`src/collider_pair_contact_tracker_macros.svh`:
```
// assertion macros shared by the tracker modules
`ifndef COLLIDER_PAIR_CONTACT_TRACKER_MACROS_SVH
`define COLLIDER_PAIR_CONTACT_TRACKER_MACROS_SVH
`ifndef ASSERT_OFF
`define CPCT_ASSERT(name, clk, rst_n, prop) \
	name: assert property (@(posedge clk) disable iff (!rst_n) prop) \
	else $error("cpct assertion failed");
`define CPCT_NEVER(name, clk, rst_n, expr) `CPCT_ASSERT(name, clk, rst_n, !(expr))
`else
`define CPCT_ASSERT(name, clk, rst_n, prop)
`define CPCT_NEVER(name, clk, rst_n, expr)
`endif
`endif

```
`src/cpct_pkg.sv`:
```
// ----------------------------------------------------------------------------
// cpct_pkg
// shared constants and types of the collider pair contact tracker
// ----------------------------------------------------------------------------
package cpct_pkg;
	localparam int ID_BITS     = 5;
	localparam int IDX_BITS    = 2 * ID_BITS;
	localparam int PAIRS       = 1 << IDX_BITS;
	localparam int POS_BITS    = 24;
	localparam int SIZE_BITS   = 16;
	localparam int SCALED_BITS = 23;
	localparam int SIZE_SCALE  = 100;
	localparam int QDEPTH      = 8;
	localparam int QPTR_BITS   = $clog2(QDEPTH);
	localparam int QCNT_BITS   = $clog2(QDEPTH + 1);

	typedef enum logic [1:0] {
		EV_NONE  = 2'd0,
		EV_ENTER = 2'd1,
		EV_STAY  = 2'd2,
		EV_EXIT  = 2'd3
	} contact_ev_t;

	typedef struct packed {
		logic [ID_BITS-1:0] lid;
		logic [ID_BITS-1:0] rid;
		logic               hit;
		contact_ev_t        contact_ev;
	} pair_item_t;
endpackage

```
`src/cpct_table.sv`:
```
// ----------------------------------------------------------------------------
// cpct_table
// pair state table: read, event decode and write back, cleared after reset
// ----------------------------------------------------------------------------
`include "collider_pair_contact_tracker_macros.svh"
module cpct_table (
	input  logic                  clk,
	input  logic                  arst_n,
	input  logic                  go,
	input  cpct_pkg::pair_item_t  in_item,
	output logic                  busy,
	output logic                  res_valid,
	output cpct_pkg::pair_item_t  res_item
);
	import cpct_pkg::*;

	logic                mem [PAIRS];
	logic                clr_q;
	logic [IDX_BITS-1:0] clr_idx_q;
	logic                v_q, rd_q, fwd_q, fwd_val_q;
	pair_item_t          b_q;
	logic [IDX_BITS-1:0] b_idx, go_idx;
	logic                wr_en, was;

	assign b_idx  = {b_q.lid, b_q.rid};
	assign go_idx = {in_item.lid, in_item.rid};
	assign wr_en  = v_q && (b_q.lid != b_q.rid);
	// the entry written this cycle is newer than what the memory read returns
	assign was    = fwd_q ? fwd_val_q : rd_q;

	always_ff @(posedge clk or negedge arst_n) begin
		if (!arst_n) begin
			clr_q     <= 1'b1;
			clr_idx_q <= '0;
			v_q       <= 1'b0;
		end else begin
			if (clr_q) begin
				clr_idx_q <= clr_idx_q + 1'b1;
				if (clr_idx_q == {IDX_BITS{1'b1}}) begin
					clr_q <= 1'b0;
				end
			end
			v_q <= go;
		end
	end

	always_ff @(posedge clk) begin
		if (clr_q) begin
			mem[clr_idx_q] <= 1'b0;
		end else if (wr_en) begin
			mem[b_idx] <= b_q.hit;
		end
		if (go) begin
			rd_q      <= mem[go_idx];
			b_q       <= in_item;
			fwd_q     <= wr_en && (b_idx == go_idx);
			fwd_val_q <= b_q.hit;
		end
	end

	always_comb begin
		res_item = b_q;
		if (b_q.lid == b_q.rid) begin
			res_item.contact_ev = EV_NONE;
		end else if (b_q.hit) begin
			res_item.contact_ev = was ? EV_STAY : EV_ENTER;
		end else begin
			res_item.contact_ev = was ? EV_EXIT : EV_NONE;
		end
	end

	assign busy      = clr_q;
	assign res_valid = v_q;

	`CPCT_NEVER(a_no_go_in_clear, clk, arst_n, clr_q && go)
	`CPCT_ASSERT(a_one_cycle, clk, arst_n, go |=> res_valid)
	`CPCT_ASSERT(a_self_none, clk, arst_n, (res_valid && res_item.lid == res_item.rid) |-> (res_item.contact_ev == EV_NONE))
endmodule

```
`config.mk`:
```
export PLATFORM = sky130hd
export DESIGN_NAME = cpct_table
export DESIGN_NICKNAME = d
export VERILOG_FILES = /design/src/cpct_pkg.sv /design/src/cpct_table.sv
export VERILOG_INCLUDE_DIRS = /design/src /design/src/src
export SDC_FILE = /design/constraint.sdc
export NUM_CORES = 1
export LEC_CHECK = 0
export BUFFER_PORTS_ARGS = -buffer_cell sky130_fd_sc_hd__buf_2
export CAP_MARGIN = 20
export CORE_MARGIN = 3
export CORE_UTILIZATION = 45
export DETAILED_ROUTE_END_ITERATION = 16
export SYNTH_ARGS = -nofsm -noshare
export SYNTH_HDL_FRONTEND = slang
export SYNTH_SLANG_ARGS = --single-unit
```
`constraint.sdc`:
```
create_clock -name clk -period 53.2 [get_ports clk]
set_clock_uncertainty 0.15 [all_clocks]
set_input_delay 10.64 -clock clk [delete_from_list [all_inputs] [get_ports clk]]
set_output_delay 10.64 -clock clk [all_outputs]
set_load 0.1 [all_outputs]
```
==> summary.txt, run 1 <==
Outcome
  • Status: finished clean

Placed design
  • DP Worst Slack: 37.37 ns
  • Post-DP Area: 46,900 um2
  • HPWL Detailed: around 67 mm
  • Routability Congestion: 0.816
  • DP Cell Count: around 4,400
  • # port buffers: 28

Synthesis
  • Synthesized instance count: 3,221
  • Post-Syn Area per Cell: ~14 um2
  • Netlist cell types: 64
  • Post-synth EDFFs: 1,038
  • Asr flop ratio synth: 1.14%
  • Seq/Total Area, Yosys: between 60% and 70%
  • Commonest register cell after synthesis: edfxtp_1
  • Net Count, Synth: 3,238
  • Post-synthesis register bit count: 1,050
  • Ys Warns: 0
  • Mapped Area: 45,900 um2

GRT
  • Largest net degree at the start of global routing: 144
  • Initial antenna violation count: 1
  • First-pass GRT wire length: 184 mm
  • GRT Resource Usage Total: 23.9%
  • Number of global-route vias before repair: roughly 27,000
  • Final global-route overflow total: 0

Worst setup path
  • Worst-path maximum fanout: approximately 70
  • Worst r2r src: res_item[7]
  • Crit. path cell count: 10
  • Buf/Inv on CP: 3
  • Family with the most delay on the worst path: buffers and inverters
  • Critical Path End Type: flip-flop
  • Worst path required time: 53.38 ns
  • Slowest-stage cell, CP: buf_4
  • Kind of critical path: in2reg
  • R2r worst-path depth: 10
  • Element type at the critical path start: input pin
  • Critical path cell sequence: buf_8 > buf_4 > buf_4 > mux4_2 > o211ai_1 > nand4_1 > nor4_1 > nor4_1 > nor3_1 > o2111ai_1
  • WP data arrival: 15.40 ns
  • R2r setup slk: 47.90 ns
  • R2R Path End: mem[620]
  • CP peak stage delay: 0.85 ns

CTS
  • CTS tree: yes
  • CTS Hold Bufs: 0
  • Post-CTS Resized: 0
  • Root Buffer: clkbuf_16
  • Worst skew pair latency: 0.68 ns
  • Post-CTS Setup Bufs: 0
  • Largest buffer count on any clock path: 3
  • CTS buffer count: 109
  • Max H-tree Level: 3
  • Clk pin slew, worst setup/hold paths: approximately 0.06 ns
  • CTS Sinks: 1,050

Die
  • Core area: approximately 100,000 um2
  • Initial Util: 45.6%
  • # rows: around 120
  • Die width: 325 um
  • Die area: about 110,000 um2
  • Die Span Y: 325 um
  • IO Pins: 31

STA
  • RSZ-0062 raised after global routing: false
  • Pins Over Slew Limit: 0
  • Final setup vio count: 0
  • Fin worst setup slack: 37.99 ns
  • Max_slew headroom: 22.6%
  • Setup TNS: 0 ns
  • Actual slew at the worst max-slew pin: roughly 1.1 ns
  • Fmax: 65.7 MHz
  • Final hold vios: 0
  • Final hold slack: 0.382 ns
  • Fin crit share: between 20% and 30%
  • Minimum clock period: between 15 and 20 ns

Routing
  • Drt first pass iters: 5
  • Via count: 27,660
  • Routed Antenna Nets: 0
  • DR DRC count: 0
  • Initial DRC Count: ~3,600
  • Drt wl/cell: 27.9 um
  • Vias per cell: 6.03
  • Post-Route WL: 128 mm

Layout
  • Fin nets: 3,152
  • Design area: 50,800 um2
  • Layout cell share with drive strength beyond 1: 16.5%
  • Finished Layout Cells: 4,585
  • Area Growth Syn to Fin: 10.7%
  • Util after Layout: 50.5%

Power
  • Pwr Total: 1.79 mW
  • PwrDens: about 35 nW/um2
  • Maximum vdd drop: 0.0000245 V
  • Leakage: 14.0 nW

Min path
  • WHS Endpoint: fwd_val_q
  • Min-Delay Path Class: reg2reg
  • Worst hold stages: 0
  • Worst hold start: res_item[2]

Run
  • MaxCap Viol Count: 0
[flip-flops by register name, indices dropped and copies added (netlist names)]
name       flops
res_item      11
rd_q           1
res_valid      1
mem         1024
busy           1
clr_idx_q     10
fwd_q          1
fwd_val_q      1
[cell families after synthesis]
family                   after synthesis  synth area share, %
flip-flops                          1050                 68.6
XOR/XNOR                              25                0.477
multiplexers                         331                 13.2
buffers and inverters                310                 3.30
AND/OR/NAND/NOR                     1291                 11.1
AO/OA/AOI/OAI                        213                 3.35
adder cells (fa/ha/maj)                1               0.0273
[power by group]
part | switching (mW) | total [mW] | internal, mW
registers | 0.00199 | 0.919 | 0.917
logic | 0.0759 | 0.104 | 0.0286
clock network | 0.316 | 0.769 | 0.453
total | 0.394 | 1.79 | 1.40
[area by class of cell]
type,instances,area [um2]
tap,1357,1700
clock inverter,71,728
clock buffer,132,2860
antenna,1,2.50
fill,8446,49800
sequential,1050,31500
multi-input combinational,1861,13000
timing repair buffer,103,981
inverter,10,37.5
[cell usage after synthesis (3+ instances only)]
cell type  number  area, um2
o21ai_0        18       90.1
nand2_1       130        488
a221oi_1        8       70.1
buf_4          25        188
xor2_1         13        114
a211oi_1        5       37.5
and3_1          4       25.0
a22o_1          5       43.8
and2_1          6       37.5
a21oi_1        40        200
edfxtp_1     1038      31200
o221ai_1       31        272
nor4_1          6       37.5
buf_6           8       90.1
mux4_2        218       4910
nor2b_1         8       50.1
nor2_1       1059       3980
o22ai_1        18        113
inv_1          10       37.5
mux2i_1       110       1100
clkbuf_1      102        383
dfrtp_1        11        275
nor3b_1         5       37.5
nand3b_1        4       30.0
nor3_1         15       75.1
or3_1           4       25.0
or2_2           4       25.0
o2111ai_1       3       26.3
xnor2_1        12        105
nand3_1        10       50.1
o211ai_1        9       67.6
nand4_1        14       87.6
mux2_2          3       33.8
a22oi_1        39        293
a31oi_1         9       56.3
buf_2         155        776
buf_1           8       30.0
o311ai_0        4       35.0
nand2b_1       14       87.6
o31ai_1         4       30.0
[worst max path at each step]
| stage | slack [ns] | from | endpoint |
|---|---|---|---|
| 2_1_floorplan | 35.04 | res_item[4] | mem[0] |
| 3_3_place_gp | 37.39 | in_item[4] | rd_q |
| 3_5_place_dp | 37.37 | in_item[4] | rd_q |
| 4_1_cts | 38.09 | in_item[4] | rd_q |
| 5_1_grt | 37.73 | in_item[3] | rd_q |
| 6_report | 37.99 | in_item[4] | rd_q |
[layer usage]
| metal | GRT usage [%] | part of all wire [%] | wire length (um) |
|---|---|---|---|
| met3 | 3.83 | 9.2 | 11800 |
| met5 | 0 | 0 | 0 |
| met4 | 8.89 | 3.7 | 4740 |
| met2 | 40.3 | 50 | 63400 |
| met1 | 31.3 | 37 | 47900 |
[cell usage in the layout, fill, tap and decap left out, types with 10 or more instances in the layout]
master     Yosys  final
o21ai_0       18     18
buf_16         0     11
mux2i_1      110    109
a22oi_1       39     39
nand2_2        0     26
clkinv_1       0     27
nand2_1      130     98
buf_4         25     59
nor3_1        15     15
clkinv_2       0     23
nor2_1      1059   1059
edfxtp_1    1038   1038
nand4_1       14     14
xor2_1        13     13
mux4_2       218    218
buf_2        155     26
clkbuf_16      0    111
xnor2_1       12     12
o221ai_1      31     31
o22ai_1       18     18
clkbuf_1     102     21
a21oi_1       40     40
nand2b_1      14     14
bufinv_16      0     15
nand3_1       10     10
dfrtp_1       11     11
Power figures use the tool's default switching activity.
==> run 2, diff against run 1 <==
==> constraint.sdc (replaced) <==
create_clock -name clk -period 15.1 [get_ports clk]
set_clock_uncertainty 0.15 [all_clocks]
set_input_delay 3.02 -clock clk [delete_from_list [all_inputs] [get_ports clk]]
set_output_delay 3.02 -clock clk [all_outputs]
set_load 0.1 [all_outputs]
==> run 2 against run 1 <==
Flip-flop and latch count stayed put. Final cell count about the same. Via count is 0.51% higher. Worst hold slack lost 0.0094 ns. Count of clock-buffer cells in the layout up 4. Critical path depth up 1. Highest routed layer is now met5. Routed wire length up 0.30%. Die area did not move. Register-to-register slack worse by 38 ns. Power grew to 3.5 times the previous value. Clock power increased to 3.4 times the previous value. Sequential power grew to 3.5 times the previous value.
==> summary.txt, run 2 (synthesis gave the netlist of run 1 again) <==
Routing
  • Vias per cell: 6.07 (was 6.03)
  • Via count: 27,802 (was 27,660)
  • Drt first pass iters: 5 (unchanged)
  • Routed Antenna Nets: 0 (unchanged)
  • Initial DRC Count: 3,855 (was 3,562)
  • DR DRC count: 0 (unchanged)
  • Post-Route WL: 128 mm (about the same)
  • Drt wl/cell: 28.0 um (was 27.9 um)

Die
  • Initial Util: 45.6% (unchanged)
  • Die area: 106,000 um2 (unchanged)
  • Die Span Y: 325 um (unchanged)
  • IO Pins: 31 (unchanged)
  • # rows: 116 (unchanged)
  • Core area: 101,000 um2 (unchanged)
  • Die width: 325 um (unchanged)

Worst setup path
  • Buf/Inv on CP: 3 (unchanged)
  • Most used cell, CP: buf_4
  • WP data arrival: 7.76 ns (was 15.40 ns)
  • Crit. path cell count: 11 (was 10)
  • R2r worst-path depth: 7 (was 10)
  • Critical Path End Type: flip-flop (unchanged)
  • Element type at the critical path start: input pin (unchanged)
  • Family with the most delay on the worst path: buffers and inverters (unchanged)
  • Worst path required time: 15.28 ns (was 53.38 ns)
  • Slowest-stage cell, CP: buf_4 (unchanged)
  • Critical path cell sequence: buf_8 > buf_4 > buf_4 > mux4_2 > a22o_1 > a221oi_1 > o21ai_0 > a211oi_1 > nor2_1 > nor3_1 > o2111ai_1 (was buf_8 > buf_4 > buf_4 > mux4_2 > o211ai_1 > nand4_1 > nor4_1 > nor4_1 > nor3_1 > o2111ai_1)
  • Worst-path maximum fanout: 58 (was 71)
  • CP peak stage delay: 0.75 ns (was 0.85 ns)
  • Kind of critical path: in2reg (unchanged)

Power
  • PwrDens: 123 nW/um2 (was 35.3 nW/um2)
  • Pwr Total: 6.25 mW (was 1.79 mW)
  • Leakage: 13.9 nW (was 14.0 nW)
  • Maximum vdd drop: 0.0000792 V (was 0.0000245 V)

GRT
  • GRT Resource Usage Total: 24.0% (was 23.9%)
  • Final global-route overflow total: 0 (unchanged)
  • Initial antenna violation count: 5 (was 1)
  • Number of global-route vias before repair: 27,355 (was 27,328)
  • Largest net degree at the start of global routing: 300 (was 144)
  • First-pass GRT wire length: 185 mm (was 184 mm)

CTS
  • Largest buffer count on any clock path: 3 (unchanged)
  • Worst skew pair latency: 0.67 ns (was 0.68 ns)
  • CTS tree: yes (unchanged)
  • Root Buffer: clkbuf_16 (unchanged)
  • Clk pin slew, worst setup/hold paths: 0.06 ns (about the same)
  • CTS buffer count: 109 (unchanged)
  • Post-CTS Setup Bufs: 0 (unchanged)
  • Max H-tree Level: 3 (unchanged)
  • Post-CTS Resized: 0 (unchanged)
  • CTS Sinks: 1,050 (unchanged)
  • CTS Hold Bufs: 0 (unchanged)

STA
  • Final setup vio count: 0 (unchanged)
  • Final hold vios: 0 (unchanged)
  • Setup TNS: 0 ns (unchanged)
  • Fmax: 132 MHz
  • RSZ-0062 raised after global routing: false (unchanged)
  • Max_slew headroom: 19.7% (was 22.6%)
  • Actual slew at the worst max-slew pin: 1.20 ns (was 1.14 ns)
  • Pins Over Slew Limit: 0 (unchanged)
  • Fin crit share: ~50%
  • Minimum clock period: 7.58 ns

Placed design
  • # port buffers: 28 (unchanged)
  • Routability Congestion: 0.825 (was 0.816)
  • HPWL Detailed: 69.6 mm (was 66.9 mm)

Layout
  • Fin nets: 3,151 (was 3,152)
  • Max reg flops: 1,024 (unchanged)
  • Layout cell share with drive strength beyond 1: 16.2% (was 16.5%)
  • Commonest non-fill, non-tap cells in the layout: nor2_1, edfxtp_1, mux4_2, clkbuf_16, mux2i_1 (unchanged)
  • Commonest non-fill, non-tap cell in the layout: nor2_1 (unchanged)
  • Most flops, register: mem (unchanged)
  • Fillers: 8,440 (was 8,446)
  • Area Growth Syn to Fin: 10.6% (was 10.7%)

Min path
  • Worst hold stages: 1 (was 0)
  • Min-Delay Path Class: reg2reg (unchanged)

Outcome
  • Status: finished clean (unchanged)

Run
  • MaxCap Viol Count: 0 (unchanged)
-- run 2: worst reg2reg max path: stages, from the launching register on --
cell      delay, ns
edfxtp_1       0.58
xor2_1         0.27
nor3_2         0.10
a311oi_4       0.21
buf_4          0.41
and2_4         0.72
buf_12         0.83
buf_12         0.80
-- run 2: area by class of cell --
type | instances | area (um2) | share of cell area (%)
timing repair buffer | 102 | 1010 | 1.99
sequential | 1050 | 31500 | 62.0
antenna | 2 | 5.00 | 0.00986
inverter | 10 | 37.5 | 0.0739
clock buffer | 136 | 2910 | 5.74
tap | 1357 | 1700 | 3.34
clock inverter | 64 | 588 | 1.16
multi-input combinational | 1861 | 13000 | 25.7
-- run 2: path summary, 6_finish.rpt --
kind	start	to	slack, ns
max in group asynchronous	arst_n	busy	12.42
min	clr_idx_q[9]	clr_idx_q[9]	0.37
min reg2reg	clr_idx_q[9]	clr_idx_q[9]	0.37
max reg2reg	res_item[7]	mem[761]	10.34
max	in_item[3]	rd_q	7.52
min in group asynchronous	arst_n	clr_idx_q[8]	2.09
-- run 2: metrics by stage --
step                setup slack [ns]  cell area [um2]  utilization (%)  instances  hold WS, ns
floorplan                       4.30            45900                -       3221        0.329
global placement                6.74            46900             46.6       4366        0.360
detailed placement              6.78            46900             46.6       4366        0.359
CTS                             7.46            50400             50.1       4566        0.368
global route                    7.22            50800             50.5       4580        0.403
finish                          7.52            50800             50.5       4582        0.373
-- run 2: per-layer routing --
metal / part of all wire, % / wire [um] / global-route usage, %
met1: 38 / 48400 / 32.0
met2: 49 / 63100 / 40.2
met3: 9.7 / 12400 / 4.47
met4: 3.4 / 4340 / 7.53
met5: 0.023 / 30 / 0
-- run 2: where the power goes --
part	internal (mW)	switching, mW
Clock	1.56	1.09
Combinational	0.0992	0.268
Sequential	3.23	0.00713
Total	4.89	1.36
