===== config.mk =====
export PLATFORM = sky130hd
export DESIGN_NAME = cpct_fifo
export DESIGN_NICKNAME = d
export VERILOG_FILES = /design/src/cpct_pkg.sv /design/src/cpct_fifo.sv
export VERILOG_INCLUDE_DIRS = /design/src /design/src/src
export SDC_FILE = /design/constraint.sdc
export NUM_CORES = 1
export LEC_CHECK = 0
export BUFFER_PORTS_ARGS = -buffer_cell sky130_fd_sc_hd__buf_2
export CORE_ASPECT_RATIO = 0.5
export CORE_MARGIN = 2
export CORE_UTILIZATION = 39
export DETAILED_ROUTE_END_ITERATION = 7
export SYNTH_ARGS = -nofsm -noshare
export SYNTH_HDL_FRONTEND = slang
export SYNTH_SLANG_ARGS = --single-unit

===== constraint.sdc =====
create_clock -name clk -period 2.5 [get_ports clk]
set_input_delay 0.625 -clock clk [delete_from_list [all_inputs] [get_ports clk]]
set_output_delay 0.625 -clock clk [all_outputs]
set_load 0.005 [all_outputs]

===== src/collider_pair_contact_tracker_macros.svh =====
// assertion macros shared by the tracker modules
`ifndef COLLIDER_PAIR_CONTACT_TRACKER_MACROS_SVH
`define COLLIDER_PAIR_CONTACT_TRACKER_MACROS_SVH
`ifndef ASSERT_OFF
`define CPCT_ASSERT(name, clk, rst_n, prop) \
	name: assert property (@(posedge clk) disable iff (!rst_n) prop) \
	else $error("cpct assertion failed");
`define CPCT_NEVER(name, clk, rst_n, expr) `CPCT_ASSERT(name, clk, rst_n, !(expr))
`else
`define CPCT_ASSERT(name, clk, rst_n, prop)
`define CPCT_NEVER(name, clk, rst_n, expr)
`endif
`endif


===== src/cpct_pkg.sv =====
// ----------------------------------------------------------------------------
// cpct_pkg
// shared constants and types of the collider pair contact tracker
// ----------------------------------------------------------------------------
package cpct_pkg;
	localparam int ID_BITS     = 5;
	localparam int IDX_BITS    = 2 * ID_BITS;
	localparam int PAIRS       = 1 << IDX_BITS;
	localparam int POS_BITS    = 24;
	localparam int SIZE_BITS   = 16;
	localparam int SCALED_BITS = 23;
	localparam int SIZE_SCALE  = 100;
	localparam int QDEPTH      = 8;
	localparam int QPTR_BITS   = $clog2(QDEPTH);
	localparam int QCNT_BITS   = $clog2(QDEPTH + 1);

	typedef enum logic [1:0] {
		EV_NONE  = 2'd0,
		EV_ENTER = 2'd1,
		EV_STAY  = 2'd2,
		EV_EXIT  = 2'd3
	} contact_ev_t;

	typedef struct packed {
		logic [ID_BITS-1:0] lid;
		logic [ID_BITS-1:0] rid;
		logic               hit;
		contact_ev_t        contact_ev;
	} pair_item_t;
endpackage


===== src/cpct_fifo.sv =====
// ----------------------------------------------------------------------------
// cpct_fifo
// small register queue of pair items with occupancy count
// ----------------------------------------------------------------------------
`include "collider_pair_contact_tracker_macros.svh"
module cpct_fifo (
	input  logic                            clk,
	input  logic                            arst_n,
	input  logic                            push,
	input  cpct_pkg::pair_item_t            wdata,
	input  logic                            pop,
	output cpct_pkg::pair_item_t            rdata,
	output logic                            empty,
	output logic [cpct_pkg::QCNT_BITS-1:0]  count
);
	import cpct_pkg::*;

	pair_item_t           mem [QDEPTH];
	logic [QPTR_BITS-1:0] wr_q, rd_q;
	logic [QCNT_BITS-1:0] cnt_q;
	logic                 do_pop;

	assign do_pop = pop && (cnt_q != '0);

	always_ff @(posedge clk or negedge arst_n) begin
		if (!arst_n) begin
			wr_q  <= '0;
			rd_q  <= '0;
			cnt_q <= '0;
		end else begin
			if (push) begin
				wr_q <= wr_q + 1'b1;
			end
			if (do_pop) begin
				rd_q <= rd_q + 1'b1;
			end
			cnt_q <= cnt_q + QCNT_BITS'(push) - QCNT_BITS'(do_pop);
		end
	end

	always_ff @(posedge clk) begin
		if (push) begin
			mem[wr_q] <= wdata;
		end
	end

	assign rdata = mem[rd_q];
	assign empty = (cnt_q == '0);
	assign count = cnt_q;

	`CPCT_NEVER(a_no_overflow, clk, arst_n, push && !do_pop && cnt_q == QCNT_BITS'(QDEPTH))
endmodule


==> load_flow_metrics.sql, run 1 <==
INSERT INTO impl_metrics (metric_group, metric, value, unit) VALUES
('yosys', 'number_of_distinct_library_cells_after_synthesis', '20', ''),
('floorplan', 'die_area', '12600', 'um^2'),
('yosys', 'synthesis.yosys.warnings', '0', ''),
('timing', 'fin_crit_share', '104', '%'),
('yosys', 'synthCells', '205', ''),
('yosys', 'dominantRegCellSynth', 'sky130_fd_sc_hd__edfxtp_1', ''),
('timing', 'grt_setup_unrepaired', 'true', ''),
('global_route', 'grt_antenna_before_repair', '0', ''),
('timing', 'setup_viol', '13', ''),
('global_route', 'grt_first_pass_wirelength', '13.2', 'mm'),
('route', 'dr_total_vias', '2172', ''),
('layout', 'final_design_area_no_fill', '5630', 'um^2'),
('cts', 'cts_buffers', '17', ''),
('global_route', 'grt_max_degree', '28', ''),
('status', 'failed_checks', 'setup timing', ''),
('yosys', 'synth-seq-cells', '114', ''),
('route', 'drt_pre_antenna_iters', '6', ''),
('cts', 'insertion_delay', '0.40', 'ns'),
('layout', 'diode_insertion_count_for_antenna_repair', '0', ''),
('cts', 'clk_pin_slew', '0.05', 'ns'),
('cts', 'max_h_tree_level', '4', ''),
('flow_run', 'drv.max_cap_violation_count', '0', ''),
('yosys', 'postSynthAreaPerCell', '22.3', 'um^2'),
('route', 'drt_iter0_drc', '175', ''),
('cts', 'cts.sink_count', '114', ''),
('layout', 'post_route_cells_drive_above_1_share', '43.2', '%'),
('timing', 'worst_slew_margin_rel', '42.6', '%'),
('yosys', 'async_set_reset_flop_share_out_of_synthesis', '8.77', '%'),
('critical_path', 'worstSetupPathType', 'register to output pin', ''),
('floorplan', 'die_x', '157', 'um'),
('cts', 'tritoncts', 'built', ''),
('floorplan', 'core_region_area', '11200', 'um^2'),
('timing', 'final.setup_skew', '0.00862', 'ns'),
('global_route', 'grt_pass1_vias', '2272', ''),
('timing', 'worst_slew_pin_slew', '0.861', 'ns'),
('place', 'port_buffers', '34', ''),
('power_and_ir_drop', 'post_layout_total_power', '0.00700', 'W'),
('yosys', 'synth_nets', '230', ''),
('global_route', 'groute.usage.overall', '15.3', '%'),
('power_and_ir_drop', 'power.leakage', '2.02', 'nW'),
('timing', 'number_of_hold_violations_in_the_final_report', '0', ''),
('yosys', 'post_synth_instance_area', '4570', 'um^2'),
('layout', 'area_growth', '23.2', '%'),
('route', 'route.detailed.wl_per_inst', '19.9', 'um'),
('floorplan', 'die_height', '80.5', 'um'),
('cts', 'cts_hold_buf', '0', ''),
('place', 'gp_congestion', '0.687', ''),
('yosys', 'synth-edff-count', '104', ''),
('route', 'detail-route-antenna-nets', '0', ''),
('floorplan', 'core.rowCount', '27', ''),
('yosys', 'synth_seq_area_share', '73.9', '%'),
('cts', 'clk_path_buf_depth', '2', ''),
('timing', 'timing_max_transition_violations_final', '0', ''),
('floorplan', 'start_util', '40.8', '%'),
('status', 'run_status', 'finished with violations', ''),
('route', 'drt-vias-per-instance', '4.87', ''),
('route', 'route.detailed.drc', '0', ''),
('place', 'dpl-instance-area', '5050', 'um^2'),
('place', 'pre_cts_ws', '0.159', 'ns'),
('timing', 'timing.fmax', '385', 'MHz'),
('critical_path', 'cp_data_arrival_time', '1.98', 'ns'),
('route', 'wirelength', '8.88', 'mm'),
('critical_path', 'kind_of_capture_point_of_the_worst_setup_path', 'output pin', ''),
('timing', 'setup_slack', '-0.100', 'ns'),
('hold_path', 'hp-class', 'input port to asynchronous set/reset pin', ''),
('critical_path', 'critPathMaxFanout', '7', ''),
('global_route', 'globalRoute.totalOverflow', '0', ''),
('place', 'place_hpwl', '5.17', 'mm'),
('floorplan', 'floorplan.io_pins', '35', ''),
('layout', 'final_nets', '300', ''),
('critical_path', 'start_kind', 'register', ''),
('cts', 'cts_root_buf', 'sky130_fd_sc_hd__clkbuf_16', ''),
('critical_path', 'worst_ep_required_time', '1.88', 'ns'),
('power_and_ir_drop', 'power_density', '1240', 'nW/um^2'),
('power_and_ir_drop', 'power.ir.vdd_worst', '0.529', 'mV'),
('timing', 'final_period_minus_worst_setup_slack', '2.60', 'ns');
==> synth_stat cells, types with 2 or more instances <==
| cell type | number | area, um^2 |
|---|---|---|
| sky130_fd_sc_hd__mux4_1 | 26 | 683 |
| sky130_fd_sc_hd__nor3_1 | 2 | 10.0 |
| sky130_fd_sc_hd__clkbuf_1 | 2 | 7.51 |
| sky130_fd_sc_hd__buf_6 | 3 | 33.8 |
| sky130_fd_sc_hd__xor2_1 | 3 | 26.3 |
| sky130_fd_sc_hd__xnor2_1 | 3 | 26.3 |
| sky130_fd_sc_hd__nand2_1 | 4 | 15.0 |
| sky130_fd_sc_hd__ha_1 | 7 | 87.6 |
| sky130_fd_sc_hd__nor2_1 | 7 | 26.3 |
| sky130_fd_sc_hd__nand2b_1 | 4 | 25.0 |
| sky130_fd_sc_hd__edfxtp_1 | 104 | 3120 |
| sky130_fd_sc_hd__mux2_2 | 15 | 169 |
| sky130_fd_sc_hd__dfrtp_1 | 10 | 250 |
| sky130_fd_sc_hd__inv_1 | 9 | 33.8 |
==> layer usage <==
layer / part of all wire [%] / wire (um) / GRT usage, %
met1: 48 / 4290 / 20.5
met5: 0 / 0 / 0
met4: 1.1 / 98 / 7.18
met3: 5.0 / 448 / 5.02
met2: 46 / 4040 / 22.8
==> registers in the layout (all words and copies together) (netlist names) <==
signal and count:
rd_q 3, mem 104, wr_q 3, count 4
==> what timing repair did <==
action                                  4_1_cts  5_1_grt
buffers inserted                              3        0
endpoints found under the setup margin       13       15
resized for setup                             6       29
pin swaps                                     0        0
cloned                                        2        1
==> logic make-up after synthesis <==
group,count (synthesis),synth area share [%]
DFF,114,73.9
muxes,41,18.7
and+or+nand+nor,18,1.84
buffers and inverters,16,1.84
adders and majority gates,8,2.36
xor gates and xnor gates,6,1.15
AOI/OAI and AO/OA,2,0.274
==> where the power goes <==
group	internal, W	total, W	switching [W]
clock network	0.00143	0.00218	0.000744
registers	0.00244	0.00264	0.000204
logic	0.00124	0.00218	0.000935
total	0.00512	0.00700	0.00188
==> per-stage QoR <==
stage          TNS, ns  hold WS [ns]  util, %  std cells
4_1_cts          -1.96        0.0745     50.6        445
6_report         -1.15        0.0768     50.3        446
3_3_place_gp         0         0.498     45.2        409
2_1_floorplan        0         0.329        -        205
3_5_place_dp         0         0.505     45.2        409
5_1_grt          -2.10        0.0861     50.3        446
==> worst max-delay path, stage by stage, from the launching register on <==
cell and delay (ns):
sky130_fd_sc_hd__dfrtp_1 0.37, sky130_fd_sc_hd__buf_6 0.15, sky130_fd_sc_hd__buf_12 0.14, sky130_fd_sc_hd__mux4_2 0.49, sky130_fd_sc_hd__mux2_4 0.30, sky130_fd_sc_hd__buf_6 0.12
==> area by class of cell <==
type / instances / area (um^2)
clock buffer: 22 / 444
clock inverter: 9 / 90.1
fill: 906 / 5560
inverter: 9 / 33.8
multi-input combinational: 75 / 1030
sequential: 114 / 3370
tap: 159 / 199
timing repair buffer: 58 / 453
==> worst paths after layout <==
check / start / endpoint / slack (ns) / depth (start not counted)
min in group clk: wdata[5] / mem[7][5]$_DFFE_PP_ / 0.49 / 1
min: arst_n / rd_q[1]$_DFFE_PN0P_ / 0.08 / 1
max in group asynchronous: arst_n / wr_q[2]$_DFFE_PN0P_ / 2.22 / 1
min reg2reg: wr_q[1]$_DFFE_PN0P_ / wr_q[1]$_DFFE_PN0P_ / 0.58 / 1
max: rd_q[0]$_DFFE_PN0P_ / rdata[8] / -0.10 / 5
max reg2reg: count[2]$_DFF_PN0_ / count[2]$_DFF_PN0_ / 0.25 / 11
==> placed cells by master (no fill, tap or decap), types with 4 or more instances in the layout <==
cell type                     n
sky130_fd_sc_hd__edfxtp_1   104
sky130_fd_sc_hd__buf_2       32
sky130_fd_sc_hd__mux4_2      26
sky130_fd_sc_hd__clkbuf_16   18
sky130_fd_sc_hd__buf_4       17
sky130_fd_sc_hd__mux2_2      13
sky130_fd_sc_hd__dfrtp_1     10
sky130_fd_sc_hd__inv_1        9
sky130_fd_sc_hd__nor2_1       7
sky130_fd_sc_hd__ha_1         7
sky130_fd_sc_hd__clkbuf_1     5
sky130_fd_sc_hd__nand2_1      4
sky130_fd_sc_hd__nand2b_1     4
sky130_fd_sc_hd__clkinv_1     4
sky130_fd_sc_hd__buf_6        4
Power figures use the tool's default switching activity.
==> run 2: changes to the inputs <==
--- a/config.mk
+++ b/config.mk
@@ -11,6 +11,8 @@
 export CORE_MARGIN = 2
 export CORE_UTILIZATION = 39
 export DETAILED_ROUTE_END_ITERATION = 7
+export GPL_ROUTABILITY_DRIVEN = 0
+export RECOVER_POWER = 100
 export SYNTH_ARGS = -nofsm -noshare
 export SYNTH_HDL_FRONTEND = slang
 export SYNTH_SLANG_ARGS = --single-unit
==> run 2 against run 1 <==
  * Cell area fell by 1.7%
  * Worst setup slack got worse by 0.013 ns
  * First-iteration DRC count fell by 17%
  * Critical endpoint is now rdata[9]
  * Sequential share of layout area rose by 1.1 points
  * Maximum frequency fell by 0.49%
  * Via count rose by 1.4%
  * Core utilization fell by 0.87 points
  * Largest cell class unchanged
  * The run still ends with setup timing left
==> load_flow_metrics.sql, run 2 (synthesis results as in run 1) <==
INSERT INTO impl_metrics (metric_group, metric, value, unit) VALUES
('timing', 'final_period_minus_worst_setup_slack', '2.61', 'ns'),
('route', 'drt_iter0_drc', '145', ''),
('critical_path', 'start_kind', 'register', ''),
('floorplan', 'die_area', '12600', 'um^2'),
('critical_path', 'r2r_setup_slack', '0.14', 'ns'),
('cts', 'insertion_delay', '0.40', 'ns'),
('cts', 'cts.sink_count', '114', ''),
('floorplan', 'floorplan.io_pins', '35', ''),
('layout', 'multi_input_comb_area', '1020', 'um^2'),
('power_and_ir_drop', 'power.leakage', '1.90', 'nW'),
('floorplan', 'die_x', '157', 'um'),
('power_and_ir_drop', 'power.ir.vdd_worst', '0.544', 'mV'),
('power_and_ir_drop', 'switching_portion_of_total_power', '27.1', '%'),
('layout', 'regMostFlops', 'mem', ''),
('flow_run', 'drv.max_cap_violation_count', '0', ''),
('hold_path', 'hp-class', 'input port to asynchronous set/reset pin', ''),
('layout', 'mostFrequentLayoutCell', 'sky130_fd_sc_hd__edfxtp_1', ''),
('timing', 'setup_slack', '-0.113', 'ns'),
('critical_path', 'critPathMaxFanout', '7', ''),
('layout', 'seqCellArea', '3370', 'um^2'),
('power_and_ir_drop', 'power_frac_seq', '38.0', '%'),
('route', 'wirelength', '8.98', 'mm'),
('floorplan', 'core_region_area', '11200', 'um^2'),
('critical_path', 'worstSetupPathType', 'register to output pin', ''),
('timing', 'fin_crit_share', '105', '%'),
('timing', 'final.setup_skew', '0.00881', 'ns'),
('timing', 'timing_max_transition_violations_final', '0', ''),
('route', 'route.detailed.wl_per_inst', '20.1', 'um'),
('cts', 'cts_hold_buf', '0', ''),
('power_and_ir_drop', 'p_switching', '0.00188', 'W'),
('critical_path', 'timing.critical_path.max_delay_family', 'multiplexers', ''),
('layout', 'area_growth', '21.1', '%'),
('layout', 'layout.filler_cells', '930', ''),
('global_route', 'grt_pass1_vias', '2272', ''),
('route', 'dr_total_vias', '2202', ''),
('power_and_ir_drop', 'power_density', '1260', 'nW/um^2'),
('cts', 'max_h_tree_level', '4', ''),
('critical_path', 'path_common_cell', 'sky130_fd_sc_hd__buf_6', ''),
('route', 'drt-vias-per-instance', '4.94', ''),
('global_route', 'grt_max_degree', '28', ''),
('power_and_ir_drop', 'combinationalPowerShare', '30.5', '%'),
('layout', 'post_route_cells_drive_above_1_share', '30.3', '%'),
('timing', 'worst_slew_margin_rel', '41.7', '%'),
('route', 'drt_pre_antenna_iters', '7', ''),
('status', 'run_status', 'finished with violations', ''),
('cts', 'clk_path_buf_depth', '2', ''),
('power_and_ir_drop', 'p_int', '0.00506', 'W'),
('route', 'route.detailed.drc', '0', ''),
('global_route', 'globalRoute.totalOverflow', '0', ''),
('layout', 'diode_insertion_count_for_antenna_repair', '0', ''),
('layout', 'layout.cells.most_common_list', 'sky130_fd_sc_hd__edfxtp_1, sky130_fd_sc_hd__clkbuf_1, sky130_fd_sc_hd__mux4_2', ''),
('timing', 'setup_viol', '13', ''),
('critical_path', 'worstPathBufferInverterCount', '3', ''),
('cts', 'cts_root_buf', 'sky130_fd_sc_hd__clkbuf_16', ''),
('critical_path', 'critical_path.cell_chain', 'buf_6 -> buf_12 -> mux4_2 -> mux2_4 -> buf_6', ''),
('power_and_ir_drop', 'post_layout_total_power', '0.00694', 'W'),
('critical_path', 'cp_data_arrival_time', '1.99', 'ns'),
('global_route', 'grt_antenna_before_repair', '0', ''),
('global_route', 'groute.usage.overall', '15.3', '%'),
('critical_path', 'worst_ep_required_time', '1.88', 'ns'),
('place', 'pre_cts_ws', '0.159', 'ns'),
('place', 'place_hpwl', '5.17', 'mm'),
('layout', 'final_nets', '300', ''),
('global_route', 'grt_first_pass_wirelength', '13.2', 'mm'),
('route', 'detail-route-antenna-nets', '0', ''),
('critical_path', 'kind_of_capture_point_of_the_worst_setup_path', 'output pin', ''),
('cts', 'clk_pin_slew', '0.05', 'ns'),
('timing', 'worst_slew_pin_slew', '0.875', 'ns'),
('layout', 'largest_register_ff_count', '104', ''),
('timing', 'timing.fmax', '383', 'MHz'),
('timing', 'number_of_hold_violations_in_the_final_report', '0', ''),
('cts', 'cts_buffers', '17', ''),
('critical_path', 'timing.critical_path.slowest_stage_cell', 'sky130_fd_sc_hd__mux4_2', ''),
('floorplan', 'start_util', '40.8', '%'),
('status', 'failed_checks', 'setup timing', ''),
('cts', 'tritoncts', 'built', ''),
('floorplan', 'core.rowCount', '27', ''),
('place', 'port_buffers', '34', ''),
('timing', 'grt_setup_unrepaired', 'true', ''),
('critical_path', 'cp_peak_stage_delay', '0.50', 'ns'),
('floorplan', 'die_height', '80.5', 'um'),
('power_and_ir_drop', 'power_frac_clock', '31.4', '%');
run 2: changes by cell type in the layout (fill, tap and decap cells not counted), sizes merged:
cell	before	now
clkbuf	23	57
buf	57	23
run 2: per-layer routing:
metal / up-vias / GRT usage, % / share of wire, %
met5: - / 0 / 0
met4: 0 / 7.18 / 1.1
met3: 10 / 5.02 / 5.2
met2: 55 / 22.8 / 45
met1: 1168 / 20.5 / 48
li1: 969 / - / -
run 2: metrics by stage:
step / TNS, ns / std cells / hold WS [ns] / utilization, % / area (um^2)
after floorplan: 0 / 205 / 0.329 / - / 4570
after global placement: 0 / 409 / 0.498 / 45.2 / 5050
after detailed placement: 0 / 409 / 0.505 / 45.2 / 5050
after CTS: -1.96 / 445 / 0.0745 / 50.6 / 5660
after global routing: -2.25 / 446 / 0.241 / 49.4 / 5530
final: -1.19 / 446 / 0.193 / 49.4 / 5530
run 2: path summary, 6_finish.rpt:
check / from / cells after the start / to
worst max-delay path: rd_q[0]$_DFFE_PN0P_ / 5 / rdata[9]
worst min-delay path: arst_n / 1 / rd_q[1]$_DFFE_PN0P_
worst max register to register: count[2]$_DFF_PN0_ / 11 / count[2]$_DFF_PN0_
worst min register to register: wr_q[1]$_DFFE_PN0P_ / 1 / wr_q[1]$_DFFE_PN0P_
max in group asynchronous: arst_n / 1 / wr_q[2]$_DFFE_PN0P_
min in group clk: push / 2 / wr_q[0]$_DFFE_PN0P_
run 2: what timing repair did:
| item | 4_1_cts | 5_1_grt |
|---|---|---|
| setup buffers | 3 | 0 |
| cloned | 2 | 1 |
| setup endpoints to repair | 13 | 15 |
| endpoints found under the hold margin | 0 | 0 |
| gates resized for setup | 6 | 29 |
run 2: final cells by class:
class	instances	share of cell area [%]
Sequential cell	114	61.0
Multi-Input combinational cell	75	18.4
Clock buffer	22	8.03
Timing Repair Buffer	58	6.70
Tap cell	159	3.60
Clock inverter	9	1.63
Inverter	9	0.611
run 2: power groups by stage:
stage	clock network, W	registers (W)	logic [W]
after global routing	0.00231	0.00267	0.00232
after CTS	0.00222	0.00263	0.00203
final	0.00218	0.00264	0.00212
after floorplan	0	0.00257	0.00122
after global placement	0	0.00264	0.00177
after detailed placement	0	0.00266	0.00183
run 2: worst register-to-register path, cell delays in order, from the launching register on:
cell                       delay [ns]
sky130_fd_sc_hd__dfrtp_1         0.37
sky130_fd_sc_hd__inv_1           0.08
sky130_fd_sc_hd__ha_1            0.16
sky130_fd_sc_hd__nor3b_1         0.29
sky130_fd_sc_hd__nand2b_1        0.23
sky130_fd_sc_hd__inv_1           0.06
sky130_fd_sc_hd__ha_1            0.26
sky130_fd_sc_hd__inv_1           0.05
sky130_fd_sc_hd__ha_1            0.16
sky130_fd_sc_hd__inv_1           0.06
sky130_fd_sc_hd__fa_1            0.38
sky130_fd_sc_hd__xnor2_1         0.14
==> run 3: changes to the inputs <==
==> constraint.sdc (replaced) <==
create_clock -name clk -period 3.1 [get_ports clk]
set_input_delay 0.775 -clock clk [delete_from_list [all_inputs] [get_ports clk]]
set_output_delay 0.775 -clock clk [all_outputs]
set_load 0.005 [all_outputs]
==> run 3 against run 2 <==
  * The run now ends clean
  * Cell area up 0.48%
  * Sequential cell count unchanged
  * Power down 20%
  * Non-clock buffer count down 10
  * Critical path depth down 1
  * Highest routed layer unchanged
  * Final cell count down 2.0%
  * Die area unchanged
  * Clock skew down 0.0043 ns
  * First-iteration DRC count down 0.69%
  * Largest power group unchanged
  * Sequential power down 21%
  * Combinational power down 34%
  * Wire length down 9.8%
==> load_flow_metrics.sql, run 3 (synthesis results as in run 1) <==
INSERT INTO impl_metrics (metric_group, metric, value, unit) VALUES
('place', 'dpl-instance-area', '5010', 'um^2'),
('timing', 'worst_slew_pin_slew', '1.05', 'ns'),
('layout', 'mostFrequentLayoutCell', 'sky130_fd_sc_hd__edfxtp_1', ''),
('layout', 'seqCellArea', '3370', 'um^2'),
('power_and_ir_drop', 'combinationalPowerShare', '25.3', '%'),
('route', 'route.detailed.wl_per_inst', '18.5', 'um'),
('power_and_ir_drop', 'power_frac_seq', '37.7', '%'),
('route', 'drt_pre_antenna_iters', '5', ''),
('critical_path', 'worstSetupPathType', 'register to output pin', ''),
('floorplan', 'die_height', '80.5', 'um'),
('status', 'run_status', 'finished, final reports clean', ''),
('timing', 'worst_slew_margin_rel', '29.7', '%'),
('power_and_ir_drop', 'switching_portion_of_total_power', '25.8', '%'),
('place', 'pre_cts_ws', '0.627', 'ns'),
('cts', 'cts.sink_count', '114', ''),
('layout', 'largest_register_ff_count', '104', ''),
('cts', 'cts_root_buf', 'sky130_fd_sc_hd__clkbuf_16', ''),
('timing', 'setup_viol', '0', ''),
('layout', 'final_design_area_no_fill', '5560', 'um^2'),
('layout', 'layout.cells.most_common_list', 'sky130_fd_sc_hd__edfxtp_1, sky130_fd_sc_hd__clkbuf_1, sky130_fd_sc_hd__mux4_1', ''),
('floorplan', 'core.rowCount', '27', ''),
('critical_path', 'start_kind', 'register', ''),
('route', 'wirelength', '8.10', 'mm'),
('timing', 'setup_slack', '0.168', 'ns'),
('layout', 'layout.filler_cells', '913', ''),
('timing', 'timing.setup.tns', '0', 'ns'),
('global_route', 'grt_pass1_vias', '2204', ''),
('floorplan', 'core_region_area', '11200', 'um^2'),
('global_route', 'grt_max_degree', '22', ''),
('layout', 'multi_input_comb_area', '1110', 'um^2'),
('layout', 'area_growth', '21.7', '%'),
('timing', 'whs', '0.325', 'ns'),
('global_route', 'grt_antenna_before_repair', '0', ''),
('flow_run', 'drv.max_cap_violation_count', '0', ''),
('timing', 'timing_max_transition_violations_final', '0', ''),
('cts', 'insertion_delay', '0.41', 'ns'),
('layout', 'final_nets', '290', ''),
('critical_path', 'worst_ep_required_time', '2.32', 'ns'),
('timing', 'grt_setup_unrepaired', 'false', ''),
('timing', 'final.setup_skew', '0.00453', 'ns'),
('power_and_ir_drop', 'p_int', '0.00410', 'W'),
('floorplan', 'die_area', '12600', 'um^2'),
('timing', 'fin_crit_share', '94.6', '%'),
('timing', 'timing.fmax', '341', 'MHz'),
('layout', 'diode_insertion_count_for_antenna_repair', '0', ''),
('floorplan', 'die_x', '157', 'um'),
('route', 'detail-route-antenna-nets', '0', ''),
('global_route', 'grt_first_pass_wirelength', '12.6', 'mm'),
('cts', 'clk_path_buf_depth', '2', ''),
('cts', 'cts_hold_buf', '0', ''),
('place', 'port_buffers', '34', ''),
('cts', 'cts_buffers', '17', ''),
('route', 'route.detailed.drc', '0', ''),
('power_and_ir_drop', 'power.ir.vdd_worst', '0.385', 'mV'),
('power_and_ir_drop', 'p_switching', '0.00143', 'W'),
('place', 'place_hpwl', '4.84', 'mm'),
('route', 'drt-vias-per-instance', '4.92', ''),
('layout', 'regMostFlops', 'mem', ''),
('cts', 'cts_setup_buffers', '0', ''),
('floorplan', 'start_util', '40.8', '%'),
('cts', 'cts_resized', '0', ''),
('floorplan', 'floorplan.io_pins', '35', ''),
('timing', 'final_period_minus_worst_setup_slack', '2.93', 'ns'),
('layout', 'layout.cells.non_filler', '437', ''),
('layout', 'post_route_cells_drive_above_1_share', '19.8', '%'),
('cts', 'tritoncts', 'built', ''),
('power_and_ir_drop', 'power_frac_clock', '37.0', '%'),
('hold_path', 'hp-class', 'input port to asynchronous set/reset pin', ''),
('cts', 'max_h_tree_level', '4', ''),
('critical_path', 'critPathMaxFanout', '21', ''),
('global_route', 'groute.usage.overall', '14.6', '%'),
('cts', 'clk_pin_slew', '0.05', 'ns'),
('power_and_ir_drop', 'power.leakage', '1.96', 'nW'),
('route', 'drt_iter0_drc', '144', ''),
('global_route', 'globalRoute.totalOverflow', '0', ''),
('critical_path', 'cp_data_arrival_time', '2.16', 'ns'),
('critical_path', 'kind_of_capture_point_of_the_worst_setup_path', 'output pin', ''),
('power_and_ir_drop', 'power_density', '995', 'nW/um^2'),
('route', 'dr_total_vias', '2152', ''),
('timing', 'number_of_hold_violations_in_the_final_report', '0', ''),
('place', 'dpl_cells', '405', '');
==> run 3: cell count changes in the layout (fill, tap and decap cells not counted), sizes merged <==
| cell | change |
|---|---|
| clkinv | -2 |
| bufinv | +3 |
| clkinvlp | +2 |
| buf | -12 |
==> run 3: layer usage <==
layer,global-route usage (%),share of wire [%],up-vias
met4,5.73,1.4,0
met5,0,0,-
li1,-,-,978
met1,18.9,47,1126
met2,22.2,47,37
met3,5.88,4.2,11
==> run 3: per-stage QoR <==
stage                     util (%)  total power [W]
after floorplan                  -          0.00306
after global placement        44.8          0.00354
after detailed placement      44.8          0.00359
after CTS                     50.4          0.00564
after global routing          49.7          0.00580
final                         49.7          0.00553
==> run 3: final cells by class <==
class	instances	area share, %
Inverter	9	0.608
Timing Repair Buffer	48	3.90
Multi-Input combinational cell	75	20.0
Clock buffer	20	7.86
Clock inverter	12	3.38
Tap cell	159	3.58
Sequential cell	114	60.7
==> run 3: path summary, 6_finish.rpt <==
check	from	end	slack, ns	cells after the start
setup / recovery	rd_q[0]$_DFFE_PN0P_	rdata[8]	0.17	4
hold / removal	arst_n	count[0]$_DFF_PN0_	0.33	1
setup reg to reg	count[2]$_DFF_PN0_	count[2]$_DFF_PN0_	0.70	11
hold reg to reg	wr_q[1]$_DFFE_PN0P_	wr_q[1]$_DFFE_PN0P_	0.58	1
max in group asynchronous	arst_n	rd_q[2]$_DFFE_PN0P_	2.42	1
min in group clk	wr_q[1]$_DFFE_PN0P_	wr_q[1]$_DFFE_PN0P_	0.58	1
==> run 3: power groups by stage <==
stage	Clock (W)	Combinational, W	Sequential, W
2_1_floorplan	0	0.000986	0.00207
6_report	0.00204	0.00140	0.00208
3_5_place_dp	0	0.00148	0.00211
5_1_grt	0.00215	0.00153	0.00211
3_3_place_gp	0	0.00144	0.00210
4_1_cts	0.00208	0.00148	0.00208
==> run 3: critical path, stage by stage, from the launching register on <==
cell,delay [ns]
sky130_fd_sc_hd__dfrtp_1,0.33
sky130_fd_sc_hd__clkbuf_4,0.37
sky130_fd_sc_hd__mux4_1,0.60
sky130_fd_sc_hd__mux2_2,0.29
sky130_fd_sc_hd__buf_2,0.14
